File: src/sv/irat_pkg.sv
// ----------------------------------------------------------------------------
// irat_pkg - interval range-assign table shared definitions
// Request and status codes, and the operations that a breakpoint cell takes.
// ----------------------------------------------------------------------------
package irat_pkg;

  localparam logic REQ_ASSIGN = 1'b0;
  localparam logic REQ_LOOKUP = 1'b1;

  localparam logic STATUS_DONE = 1'b0;
  localparam logic STATUS_FULL = 1'b1;

  // Operation applied by every cell of the row in the same cycle
  typedef enum logic [1:0] {
    CELL_HOLD = 2'd0,  // keep contents
    CELL_ROT  = 2'd1,  // rotate the whole row towards cell 0
    CELL_DEL  = 2'd2,  // close the slot at pos, cells above move down
    CELL_INS  = 2'd3   // open a slot at pos and write the new entry there
  } irat_op_t;

endpackage

File: src/sv/irat_if.sv
// ----------------------------------------------------------------------------
// irat_if - channel interfaces of the interval range-assign table
// Request, result and configuration channels with valid/ready handshake.
// ----------------------------------------------------------------------------
interface irat_req_if #(
  parameter int KB = 16,
  parameter int VB = 8
);
  logic          valid;
  logic          ready;
  logic          req_type;
  logic [KB-1:0] key_low;
  logic [KB-1:0] key_high;
  logic [VB-1:0] new_value;
  modport source (output valid, req_type, key_low, key_high, new_value, input ready);
  modport sink   (input valid, req_type, key_low, key_high, new_value, output ready);
endinterface

interface irat_rsp_if #(
  parameter int VB = 8
);
  logic          valid;
  logic          ready;
  logic [VB-1:0] read_value;
  logic          status;
  modport source (output valid, read_value, status, input ready);
  modport sink   (input valid, read_value, status, output ready);
endinterface

interface irat_cfg_if #(
  parameter int VB = 8
);
  logic          valid;
  logic          ready;
  logic [VB-1:0] wdata;
  modport source (output valid, wdata, input ready);
  modport sink   (input valid, wdata, output ready);
endinterface

File: src/sv/irat_cell.sv
// ----------------------------------------------------------------------------
// irat_cell - one breakpoint slot of the table row
// Holds key, value and occupancy; rotates, closes or opens a slot on command.
// ----------------------------------------------------------------------------
module irat_cell
  import irat_pkg::*;
#(
  parameter int KB   = 16,
  parameter int VB   = 8,
  parameter int CW   = 7,
  parameter int IDX  = 0,
  parameter bit LAST = 1'b0
) (
  input  logic          clk,
  input  logic          rst_n,
  input  irat_op_t      op,
  input  logic [CW-1:0] pos,
  input  logic [KB-1:0] ins_key,
  input  logic [VB-1:0] ins_val,
  input  logic          rt_occ,
  input  logic [KB-1:0] rt_key,
  input  logic [VB-1:0] rt_val,
  input  logic          lt_occ,
  input  logic [KB-1:0] lt_key,
  input  logic [VB-1:0] lt_val,
  output logic          occ,
  output logic [KB-1:0] key,
  output logic [VB-1:0] val
);

  localparam logic [CW-1:0] MY_IDX = CW'(IDX);

  logic          occ_r, occ_nxt;
  logic [KB-1:0] key_r, key_nxt;
  logic [VB-1:0] val_r, val_nxt;

  always_comb begin
    occ_nxt = occ_r;
    key_nxt = key_r;
    val_nxt = val_r;
    case (op)
      CELL_ROT: begin
        occ_nxt = rt_occ;
        key_nxt = rt_key;
        val_nxt = rt_val;
      end
      CELL_DEL: begin
        if (MY_IDX >= pos) begin
          occ_nxt = LAST ? 1'b0 : rt_occ;
          key_nxt = rt_key;
          val_nxt = rt_val;
        end
      end
      CELL_INS: begin
        if (MY_IDX == pos) begin
          occ_nxt = 1'b1;
          key_nxt = ins_key;
          val_nxt = ins_val;
        end else if (MY_IDX > pos) begin
          occ_nxt = lt_occ;
          key_nxt = lt_key;
          val_nxt = lt_val;
        end
      end
      default: begin
        occ_nxt = occ_r;
      end
    endcase
  end

  always_ff @(posedge clk) begin
    if (!rst_n) begin
      occ_r <= 1'b0;
    end else begin
      occ_r <= occ_nxt;
    end
  end

  always_ff @(posedge clk) begin
    key_r <= key_nxt;
    val_r <= val_nxt;
  end

  assign occ = occ_r;
  assign key = key_r;
  assign val = val_r;

endmodule

File: src/sv/interval_range_assign_table.sv
// ----------------------------------------------------------------------------
// interval_range_assign_table - sorted breakpoint table with range assign
// Row of breakpoint cells, a scan unit at cell 0 and an edit sequencer.
// ----------------------------------------------------------------------------
// Use: in_chan takes one request item (assign range or look up key), out_chan
// returns exactly one result item per request, in order. cfg_chan writes the
// default value; write it only while no request is in flight.
// A lookup rotates the whole row of CAPACITY cells past cell 0, then answers.
// An assign does the same scan, decides in ST_DECIDE until its insert flags
// settle, then takes one ST_DEL step per removed breakpoint and one ST_INS
// step per added breakpoint. An empty assign range skips the scan and goes
// straight to the response.
// A finished result sits in an output register; a new request is taken while
// it waits, but the next result waits in turn until out_chan takes the first.
// Reset empties the table (all cells unoccupied) and sets the default to 0.
// ----------------------------------------------------------------------------
module interval_range_assign_table
  import irat_pkg::*;
#(
  parameter int CAPACITY   = 64,
  parameter int KEY_BITS   = 16,
  parameter int VALUE_BITS = 8
) (
  input  logic                   clk,
  input  logic                   rst_n,
  irat_req_if.sink               in_chan,
  irat_rsp_if.source             out_chan,
  irat_cfg_if.sink               cfg_chan
);

  localparam int KB = KEY_BITS;
  localparam int VB = VALUE_BITS;
  localparam int IW = (CAPACITY > 1) ? $clog2(CAPACITY) : 1;
  localparam int CW = $clog2(CAPACITY + 1);
  localparam logic [IW-1:0] LAST_IDX = IW'(CAPACITY - 1);
  localparam logic [CW:0]   CAP_W    = (CW + 1)'(CAPACITY);

  typedef enum logic [5:0] {
    ST_IDLE   = 6'b000001,
    ST_SCAN   = 6'b000010,
    ST_DECIDE = 6'b000100,
    ST_DEL    = 6'b001000,
    ST_INS    = 6'b010000,
    ST_RESP   = 6'b100000
  } state_t;

  state_t        state_r, state_nxt;
  logic [VB-1:0] dflt_r, dflt_nxt;
  logic [CW-1:0] count_r, count_nxt;
  logic          req_r, req_nxt;
  logic [KB-1:0] lo_r, lo_nxt;
  logic [KB-1:0] hi_r, hi_nxt;
  logic [VB-1:0] nv_r, nv_nxt;
  logic [IW-1:0] scan_r, scan_nxt;
  logic [VB-1:0] rv_r, rv_nxt;
  logic [VB-1:0] bef_r, bef_nxt;
  logic [VB-1:0] endv_r, endv_nxt;
  logic [CW-1:0] f_r, f_nxt;
  logic [CW-1:0] pe_r, pe_nxt;
  logic [CW-1:0] del_r, del_nxt;
  logic          put_lo_r, put_lo_nxt;
  logic          put_hi_r, put_hi_nxt;
  logic          full_r, full_nxt;
  logic          ov_r, ov_nxt;
  logic [VB-1:0] ord_r, ord_nxt;
  logic          ost_r, ost_nxt;

  irat_op_t      op;
  logic [KB-1:0] ins_key;
  logic [VB-1:0] ins_val;
  logic [CW-1:0] r_cnt;
  logic [CW:0]   total;
  logic          in_fire;

  logic          occ_a [CAPACITY];
  logic [KB-1:0] key_a [CAPACITY];
  logic [VB-1:0] val_a [CAPACITY];

  for (genvar i = 0; i < CAPACITY; i++) begin : g_cell
    localparam int RT = (i == CAPACITY - 1) ? 0 : i + 1;
    localparam int LT = (i == 0) ? 0 : i - 1;
    irat_cell #(
      .KB(KB), .VB(VB), .CW(CW), .IDX(i), .LAST(i == CAPACITY - 1)
    ) u_cell (
      .clk     (clk),
      .rst_n   (rst_n),
      .op      (op),
      .pos     (f_r),
      .ins_key (ins_key),
      .ins_val (ins_val),
      .rt_occ  (occ_a[RT]),
      .rt_key  (key_a[RT]),
      .rt_val  (val_a[RT]),
      .lt_occ  (occ_a[LT]),
      .lt_key  (key_a[LT]),
      .lt_val  (val_a[LT]),
      .occ     (occ_a[i]),
      .key     (key_a[i]),
      .val     (val_a[i])
    );
  end

  assign in_fire       = in_chan.valid && in_chan.ready;
  assign in_chan.ready = (state_r == ST_IDLE);
  assign cfg_chan.ready = 1'b1;
  assign out_chan.valid      = ov_r;
  assign out_chan.read_value = ord_r;
  assign out_chan.status     = ost_r;

  assign r_cnt   = pe_r - f_r;
  assign total   = {1'b0, count_r} - {1'b0, r_cnt}
                 + (CW + 1)'(put_lo_r) + (CW + 1)'(put_hi_r);
  // hi goes in first, then lo in front of it
  assign ins_key = put_hi_r ? hi_r : lo_r;
  assign ins_val = put_hi_r ? endv_r : nv_r;

  always_comb begin
    state_nxt  = state_r;
    dflt_nxt   = dflt_r;
    count_nxt  = count_r;
    req_nxt    = req_r;
    lo_nxt     = lo_r;
    hi_nxt     = hi_r;
    nv_nxt     = nv_r;
    scan_nxt   = scan_r;
    rv_nxt     = rv_r;
    bef_nxt    = bef_r;
    endv_nxt   = endv_r;
    f_nxt      = f_r;
    pe_nxt     = pe_r;
    del_nxt    = del_r;
    put_lo_nxt = put_lo_r;
    put_hi_nxt = put_hi_r;
    full_nxt   = full_r;
    ov_nxt     = ov_r;
    ord_nxt    = ord_r;
    ost_nxt    = ost_r;
    op         = CELL_HOLD;

    if (cfg_chan.valid) begin
      dflt_nxt = cfg_chan.wdata;
    end
    if (ov_r && out_chan.ready) begin
      ov_nxt = 1'b0;
    end

    case (state_r)
      ST_IDLE: begin
        if (in_fire) begin
          req_nxt  = in_chan.req_type;
          lo_nxt   = in_chan.key_low;
          hi_nxt   = in_chan.key_high;
          nv_nxt   = in_chan.new_value;
          scan_nxt = '0;
          rv_nxt   = dflt_r;
          bef_nxt  = dflt_r;
          endv_nxt = dflt_r;
          f_nxt    = '0;
          pe_nxt   = '0;
          full_nxt = 1'b0;
          if (in_chan.req_type == REQ_ASSIGN && !(in_chan.key_low < in_chan.key_high)) begin
            state_nxt = ST_RESP;
          end else begin
            state_nxt = ST_SCAN;
          end
        end
      end
      ST_SCAN: begin
        op       = CELL_ROT;
        scan_nxt = scan_r + 1'b1;
        if (occ_a[0]) begin
          if (req_r == REQ_LOOKUP) begin
            if (key_a[0] <= lo_r) rv_nxt = val_a[0];
          end else begin
            if (key_a[0] < lo_r) begin
              bef_nxt = val_a[0];
              f_nxt   = CW'(scan_r) + 1'b1;
            end
            if (key_a[0] <= hi_r) begin
              endv_nxt = val_a[0];
              pe_nxt   = CW'(scan_r) + 1'b1;
            end
          end
        end
        if (scan_r == LAST_IDX) begin
          state_nxt = (req_r == REQ_LOOKUP) ? ST_RESP : ST_DECIDE;
        end
        put_lo_nxt = 1'b0;
        put_hi_nxt = 1'b0;
      end
      ST_DECIDE: begin
        put_lo_nxt = (bef_r != nv_r);
        put_hi_nxt = (endv_r != nv_r);
        state_nxt  = ST_DECIDE;
        if (put_lo_r == (bef_r != nv_r) && put_hi_r == (endv_r != nv_r)) begin
          // flags are settled in their registers, total is now valid
          if (total > CAP_W) begin
            full_nxt   = 1'b1;
            put_lo_nxt = 1'b0;
            put_hi_nxt = 1'b0;
            state_nxt  = ST_RESP;
          end else begin
            count_nxt = total[CW-1:0];
            del_nxt   = r_cnt;
            if (r_cnt != '0) begin
              state_nxt = ST_DEL;
            end else if (put_lo_r || put_hi_r) begin
              state_nxt = ST_INS;
            end else begin
              state_nxt = ST_RESP;
            end
          end
        end
      end
      ST_DEL: begin
        op      = CELL_DEL;
        del_nxt = del_r - 1'b1;
        if (del_r == CW'(1)) begin
          state_nxt = (put_lo_r || put_hi_r) ? ST_INS : ST_RESP;
        end
      end
      ST_INS: begin
        op = CELL_INS;
        if (put_hi_r) begin
          put_hi_nxt = 1'b0;
          if (!put_lo_r) state_nxt = ST_RESP;
        end else begin
          put_lo_nxt = 1'b0;
          state_nxt  = ST_RESP;
        end
      end
      ST_RESP: begin
        if (!ov_r || out_chan.ready) begin
          ov_nxt    = 1'b1;
          ord_nxt   = (req_r == REQ_LOOKUP) ? rv_r : '0;
          ost_nxt   = full_r ? STATUS_FULL : STATUS_DONE;
          state_nxt = ST_IDLE;
        end
      end
      default: begin
        state_nxt = ST_IDLE;
      end
    endcase
  end

  always_ff @(posedge clk) begin
    if (!rst_n) begin
      state_r <= ST_IDLE;
      dflt_r  <= '0;
      count_r <= '0;
      ov_r    <= 1'b0;
    end else begin
      state_r <= state_nxt;
      dflt_r  <= dflt_nxt;
      count_r <= count_nxt;
      ov_r    <= ov_nxt;
    end
  end

  always_ff @(posedge clk) begin
    req_r    <= req_nxt;
    lo_r     <= lo_nxt;
    hi_r     <= hi_nxt;
    nv_r     <= nv_nxt;
    scan_r   <= scan_nxt;
    rv_r     <= rv_nxt;
    bef_r    <= bef_nxt;
    endv_r   <= endv_nxt;
    f_r      <= f_nxt;
    pe_r     <= pe_nxt;
    del_r    <= del_nxt;
    put_lo_r <= put_lo_nxt;
    put_hi_r <= put_hi_nxt;
    full_r   <= full_nxt;
    ord_r    <= ord_nxt;
    ost_r    <= ost_nxt;
  end

`ifndef SYNTHESIS
  a_count_cap: assert property (@(posedge clk) disable iff (!rst_n)
    {1'b0, count_r} <= CAP_W) else $error("breakpoint count above capacity");
  a_head_occ: assert property (@(posedge clk) disable iff (!rst_n)
    (state_r == ST_IDLE) |-> (occ_a[0] == (count_r != '0)))
    else $error("cell 0 occupancy disagrees with count");
  a_leave_idle: assert property (@(posedge clk) disable iff (!rst_n)
    in_fire |=> (state_r != ST_IDLE)) else $error("request taken but sequencer idle");
  a_result_src: assert property (@(posedge clk) disable iff (!rst_n)
    $rose(ov_r) |-> $past(state_r == ST_RESP)) else $error("result raised outside response");
`endif

endmodule

File: src/flat_wrapper.sv
// flat-port wrapper written by rule: the top's interface ports become plain ports
module interval_range_assign_table_flat import irat_pkg::*;
#(
  parameter int CAPACITY   = 64,
  parameter int KEY_BITS   = 16,
  parameter int VALUE_BITS = 8
)
  (clk, rst_n, in_chan_valid, in_chan_req_type, in_chan_key_low, in_chan_key_high, in_chan_new_value, in_chan_ready, out_chan_valid, out_chan_read_value, out_chan_status, out_chan_ready, cfg_chan_valid, cfg_chan_wdata, cfg_chan_ready);
  irat_req_if #(.KB((16)), .VB((8))) in_chan_i ();
  irat_rsp_if #(.VB((8))) out_chan_i ();
  irat_cfg_if #(.VB((8))) cfg_chan_i ();
  input  logic clk;
  input  logic rst_n;
  input wire logic [$bits(in_chan_i.valid)-1:0] in_chan_valid;
  input wire logic [$bits(in_chan_i.req_type)-1:0] in_chan_req_type;
  input wire logic [$bits(in_chan_i.key_low)-1:0] in_chan_key_low;
  input wire logic [$bits(in_chan_i.key_high)-1:0] in_chan_key_high;
  input wire logic [$bits(in_chan_i.new_value)-1:0] in_chan_new_value;
  output wire logic [$bits(in_chan_i.ready)-1:0] in_chan_ready;
  output wire logic [$bits(out_chan_i.valid)-1:0] out_chan_valid;
  output wire logic [$bits(out_chan_i.read_value)-1:0] out_chan_read_value;
  output wire logic [$bits(out_chan_i.status)-1:0] out_chan_status;
  input wire logic [$bits(out_chan_i.ready)-1:0] out_chan_ready;
  input wire logic [$bits(cfg_chan_i.valid)-1:0] cfg_chan_valid;
  input wire logic [$bits(cfg_chan_i.wdata)-1:0] cfg_chan_wdata;
  output wire logic [$bits(cfg_chan_i.ready)-1:0] cfg_chan_ready;
  assign in_chan_i.valid = in_chan_valid;
  assign in_chan_i.req_type = in_chan_req_type;
  assign in_chan_i.key_low = in_chan_key_low;
  assign in_chan_i.key_high = in_chan_key_high;
  assign in_chan_i.new_value = in_chan_new_value;
  assign in_chan_ready = in_chan_i.ready;
  assign out_chan_valid = out_chan_i.valid;
  assign out_chan_read_value = out_chan_i.read_value;
  assign out_chan_status = out_chan_i.status;
  assign out_chan_i.ready = out_chan_ready;
  assign cfg_chan_i.valid = cfg_chan_valid;
  assign cfg_chan_i.wdata = cfg_chan_wdata;
  assign cfg_chan_ready = cfg_chan_i.ready;
  interval_range_assign_table #(.CAPACITY(CAPACITY), .KEY_BITS(KEY_BITS), .VALUE_BITS(VALUE_BITS)) u_core (.clk(clk), .rst_n(rst_n), .in_chan(in_chan_i), .out_chan(out_chan_i), .cfg_chan(cfg_chan_i));
endmodule
File: config.mk
export PLATFORM = sky130hd
export DESIGN_NAME = interval_range_assign_table_flat
export DESIGN_NICKNAME = d
export VERILOG_FILES = /design/src/sv/irat_pkg.sv /design/src/sv/irat_if.sv /design/src/sv/irat_cell.sv /design/src/sv/interval_range_assign_table.sv /design/src/flat_wrapper.sv
export SDC_FILE = /design/constraint.sdc
export NUM_CORES = 2
export LEC_CHECK = 0
export BUFFER_PORTS_ARGS = -buffer_cell sky130_fd_sc_hd__buf_2
export CAP_MARGIN = 20
export CORE_MARGIN = 2
export CORE_UTILIZATION = 60
export DETAILED_ROUTE_END_ITERATION = 12
export HOLD_SLACK_MARGIN = 0.06
export MAX_ROUTING_LAYER = met4
export PLACE_DENSITY_LB_ADDON = 0.05
export REMOVE_ABC_BUFFERS = 1
export SYNTH_ARGS = -nofsm -noshare
export SYNTH_HDL_FRONTEND = slang
export SYNTH_SLANG_ARGS = --single-unit
export TNS_END_PERCENT = 50
File: constraint.sdc
create_clock -name clk -period 5.2 [get_ports clk]
set_input_delay 1.04 -clock clk [delete_from_list [all_inputs] [get_ports clk]]
set_output_delay 1.04 -clock clk [all_outputs]
set_load 0.01 [all_outputs]
==> results.txt <==
outcome = completed
Reg clk slew, reported paths = 0.06 ns
Synth Area in Compound Gates = 0.195
die area = 149,000 um^2
metal2 WL = 117,000 um
DRC violations left = 0
largest net degree at the start of global routing = 242
max_cap viols = 0
top_reg_cell synth = edfxtp_1
Routed WL per cell = 22.6 um
Final Hold Vio Count = 0
Critical Path Most Common Cell = ha_1
cts hold-fix bufs = 0
simple-gate share of the synthesized area = 0.158
WL met3 = 21,100 um
CTS Buf Count = 183
Post-Synth Adder-Cell Area = 0.0106
initial antenna violation count = 1
Crit-path slowest cell = a311oi_1
sequential cell area = 51,000 um^2
CTS sink cnt = 1,726
Pleak = 35.7 nW
Die H = 386 um
CP delay by family, top = adder cells
r2r startpoint = u_core.f_r[0]
critical path data arrival time = 5.15 ns
synthesized area = 87,400 um^2
highest routed metal layer = met4
Filler Cells Inserted = 11.8k
Power Density = 359 nW/um^2
Ports = 66
crit path from = u_core.f_r[0]
first-pass GRT wire length = 391,000 um
DR pass1 iterations = 7
Die X = 386 um
initial cell density of the core = 0.602
RSZ-0062 raised after global routing = false
post_cts resized = 0
clk buf depth = 3
Setup Fix Bufs, Post-CTS = 0
Setup crit end kind = register
Slew headroom = 0.215
post-synthesis mux area share = 0.00733
Peak VDD IR = 0.000302 V
Distinct cells, synth = 75
crit start category = register
worst-skew pair later-pin latency = 0.82 ns
Setup-failing EPs final = 0
HP Class = input port to register
Synth Warn # = 0
Rows = 140
grt ovf = 0
worst stage delay on the critical path = 0.51 ns
f_max = 0.213 GHz
GRT Util Overall = 0.348
number of synthesized flops with an enable pin = 1,640
CP Data Required Time = 5.66 ns
Hold Startpoint = in_chan_new_value[3]
Seq/Total Area, Yosys = 0.583
via count = 70.8k
H-tree depth = 4
fin crit share = 0.901
Slew Limit Fails = 0
actual slew at the worst max-slew pin = 1.16 ns
Gate Count Post-Synth = 9,712
Cell Chain, Critical Path = ha_1 -> fa_1 -> nor2b_1 -> o31a_1 -> o32ai_1 -> a311oi_1 -> ha_1 -> ha_1 -> inv_1 -> or3_1 -> mux2i_1 -> a2111oi_4 -> o2111ai_2 -> nand2_1
Synth Area per Inst = 9.00 um^2
CTS tree = yes
vias in the first global route = 65.6k
Setup TNS = 0 ns
crit path max fanout = 7
DRT met1 WL = 109,000 um
worst setup path category = register to register
Iteration-0 DRC Markers = 8,970
Tot Pwr = 34.2 mW
DP HPWL = 165,000 um
NumNets Final = 9,438
post-route ant nets = 0
P&R area growth vs syn = 8.99%
XOR/XNOR Fraction of Synth Area = 0.00300
largest family of logic cells by synthesized area = compound AO/OA/AOI/OAI gates
clock skew = 0.0281 ns
Detailed Route WL = 257,000 um
Seq cells post-synth = 1,726
via/cell ratio = 6.22
Final min period = 4.69 ns
core area = 145,000 um^2
Routability Congestion = 0.952
PortBufs = 64
Multi-input gate area = 33,400 um^2
WP buf/inv = 1
fraction of final layout cells sized beyond drive strength 1 = 0.0674
root buffer cell = clkbuf_16
post-synthesis async set-or-reset flop share = 0
==> cell usage in the layout, fill, tap and decap left out, drive strengths merged, types with 28 or more instances in the layout <==
| cell type | n |
|---|---|
| a21oi | 1129 |
| buf | 282 |
| clkbuf | 238 |
| clkinv | 90 |
| dfxtp | 86 |
| edfxtp | 1640 |
| ha | 69 |
| inv | 76 |
| mux2i | 64 |
| nand2 | 2167 |
| nand3 | 45 |
| nor2 | 1205 |
| nor3 | 44 |
| o21ai | 2060 |
| o221ai | 28 |
==> state kept, by name, summed over array words and instances, names as in the netlist, 8 cells and up <==
| name | cells |
|---|---|
| u_core.bef_r | 8 |
| u_core.dflt_r | 8 |
| u_core.endv_r | 8 |
| u_core.g_cell.u_cell.key | 1024 |
| u_core.g_cell.u_cell.occ | 64 |
| u_core.g_cell.u_cell.val | 512 |
| u_core.hi_r | 16 |
| u_core.lo_r | 16 |
| u_core.nv_r | 8 |
| u_core.out_chan.read_value | 8 |
| u_core.rv_r | 8 |
==> kinds of logic (layout without fill, tap and decap cells) <==
logic type | Yosys count | after routing
mux | 64 | 64
simple gates | 3564 | 3564
buf+inv | 944 | 698
fa+ha+maj | 72 | 72
xor+xnor | 30 | 30
other cells | 1 | 3
compound gates | 3311 | 3311
flops | 1726 | 1726
==> metrics by stage <==
stage | instance area, um^2 | std cells | utilization | setup WS [ns] | hold WS, ns
after global routing | 95300 | 11400 | 0.656 | 0.190 | 0.384
final | 95300 | 11400 | 0.656 | 0.512 | 0.404
after detailed placement | 89300 | 11000 | 0.615 | 0.485 | 0.472
after CTS | 95100 | 11400 | 0.655 | 0.440 | 0.362
after floorplan | 83900 | 8845 | - | -41.78 | 0.400
after global placement | 89200 | 11000 | 0.614 | 0.569 | 0.467
==> Yosys cell counts, types with 20 or more instances <==
library cell     n  area share
and2_1          21      0.0015
buf_2          200       0.011
inv_1           76      0.0033
mux2i_1         64      0.0073
nor3_1          43      0.0025
o211ai_1        20      0.0017
o221ai_1        27      0.0027
ha_1            69      0.0099
buf_1           21     0.00090
o21ai_1         73      0.0042
edfxtp_1      1640        0.56
dfxtp_1         86       0.020
nand2_1       2167       0.093
nor2_1        1202       0.052
nand3_1         44      0.0025
clkbuf_1       645       0.028
xnor2_1         22      0.0022
a21oi_1       1128       0.065
o21ai_0       1987        0.11
==> where the power goes <==
part           internal, mW  total [mW]  switching (mW)  leakage [nW]
Combinational          1.15        4.44            3.29          17.3
Sequential             16.4        17.0           0.587          15.6
Clock                  7.28        12.8            5.51          2.83
Total                  24.8        34.2            9.39          35.7
==> path summary, 6_finish.rpt <==
path	to	slack, ns	depth (start not counted)
setup reg to reg	u_core.del_r[6]	0.51	14
hold reg to reg	u_core.count_r[2]	0.48	2
hold / removal	u_core.nv_r[3]	0.40	1
setup / recovery	u_core.del_r[6]	0.51	14
==> layer usage <==
metal  GRT usage  vias to the layer above
li1            -                    33100
met1       0.487                    33700
met2       0.527                     3393
met3      0.0422                      506
met4       0.128                        0
met5           -                        -
==> area by class of cell <==
type                            count  area share
Tap cell                         1917      0.0252
Antenna cell                        2   0.0000525
Timing Repair Buffer              282      0.0259
Clock buffer                      238      0.0523
Multi-Input combinational cell   7042       0.350
Sequential cell                  1726       0.535
Inverter                           77     0.00305
Clock inverter                    101     0.00832
Note: power is estimated with default switching activity, not from simulation.
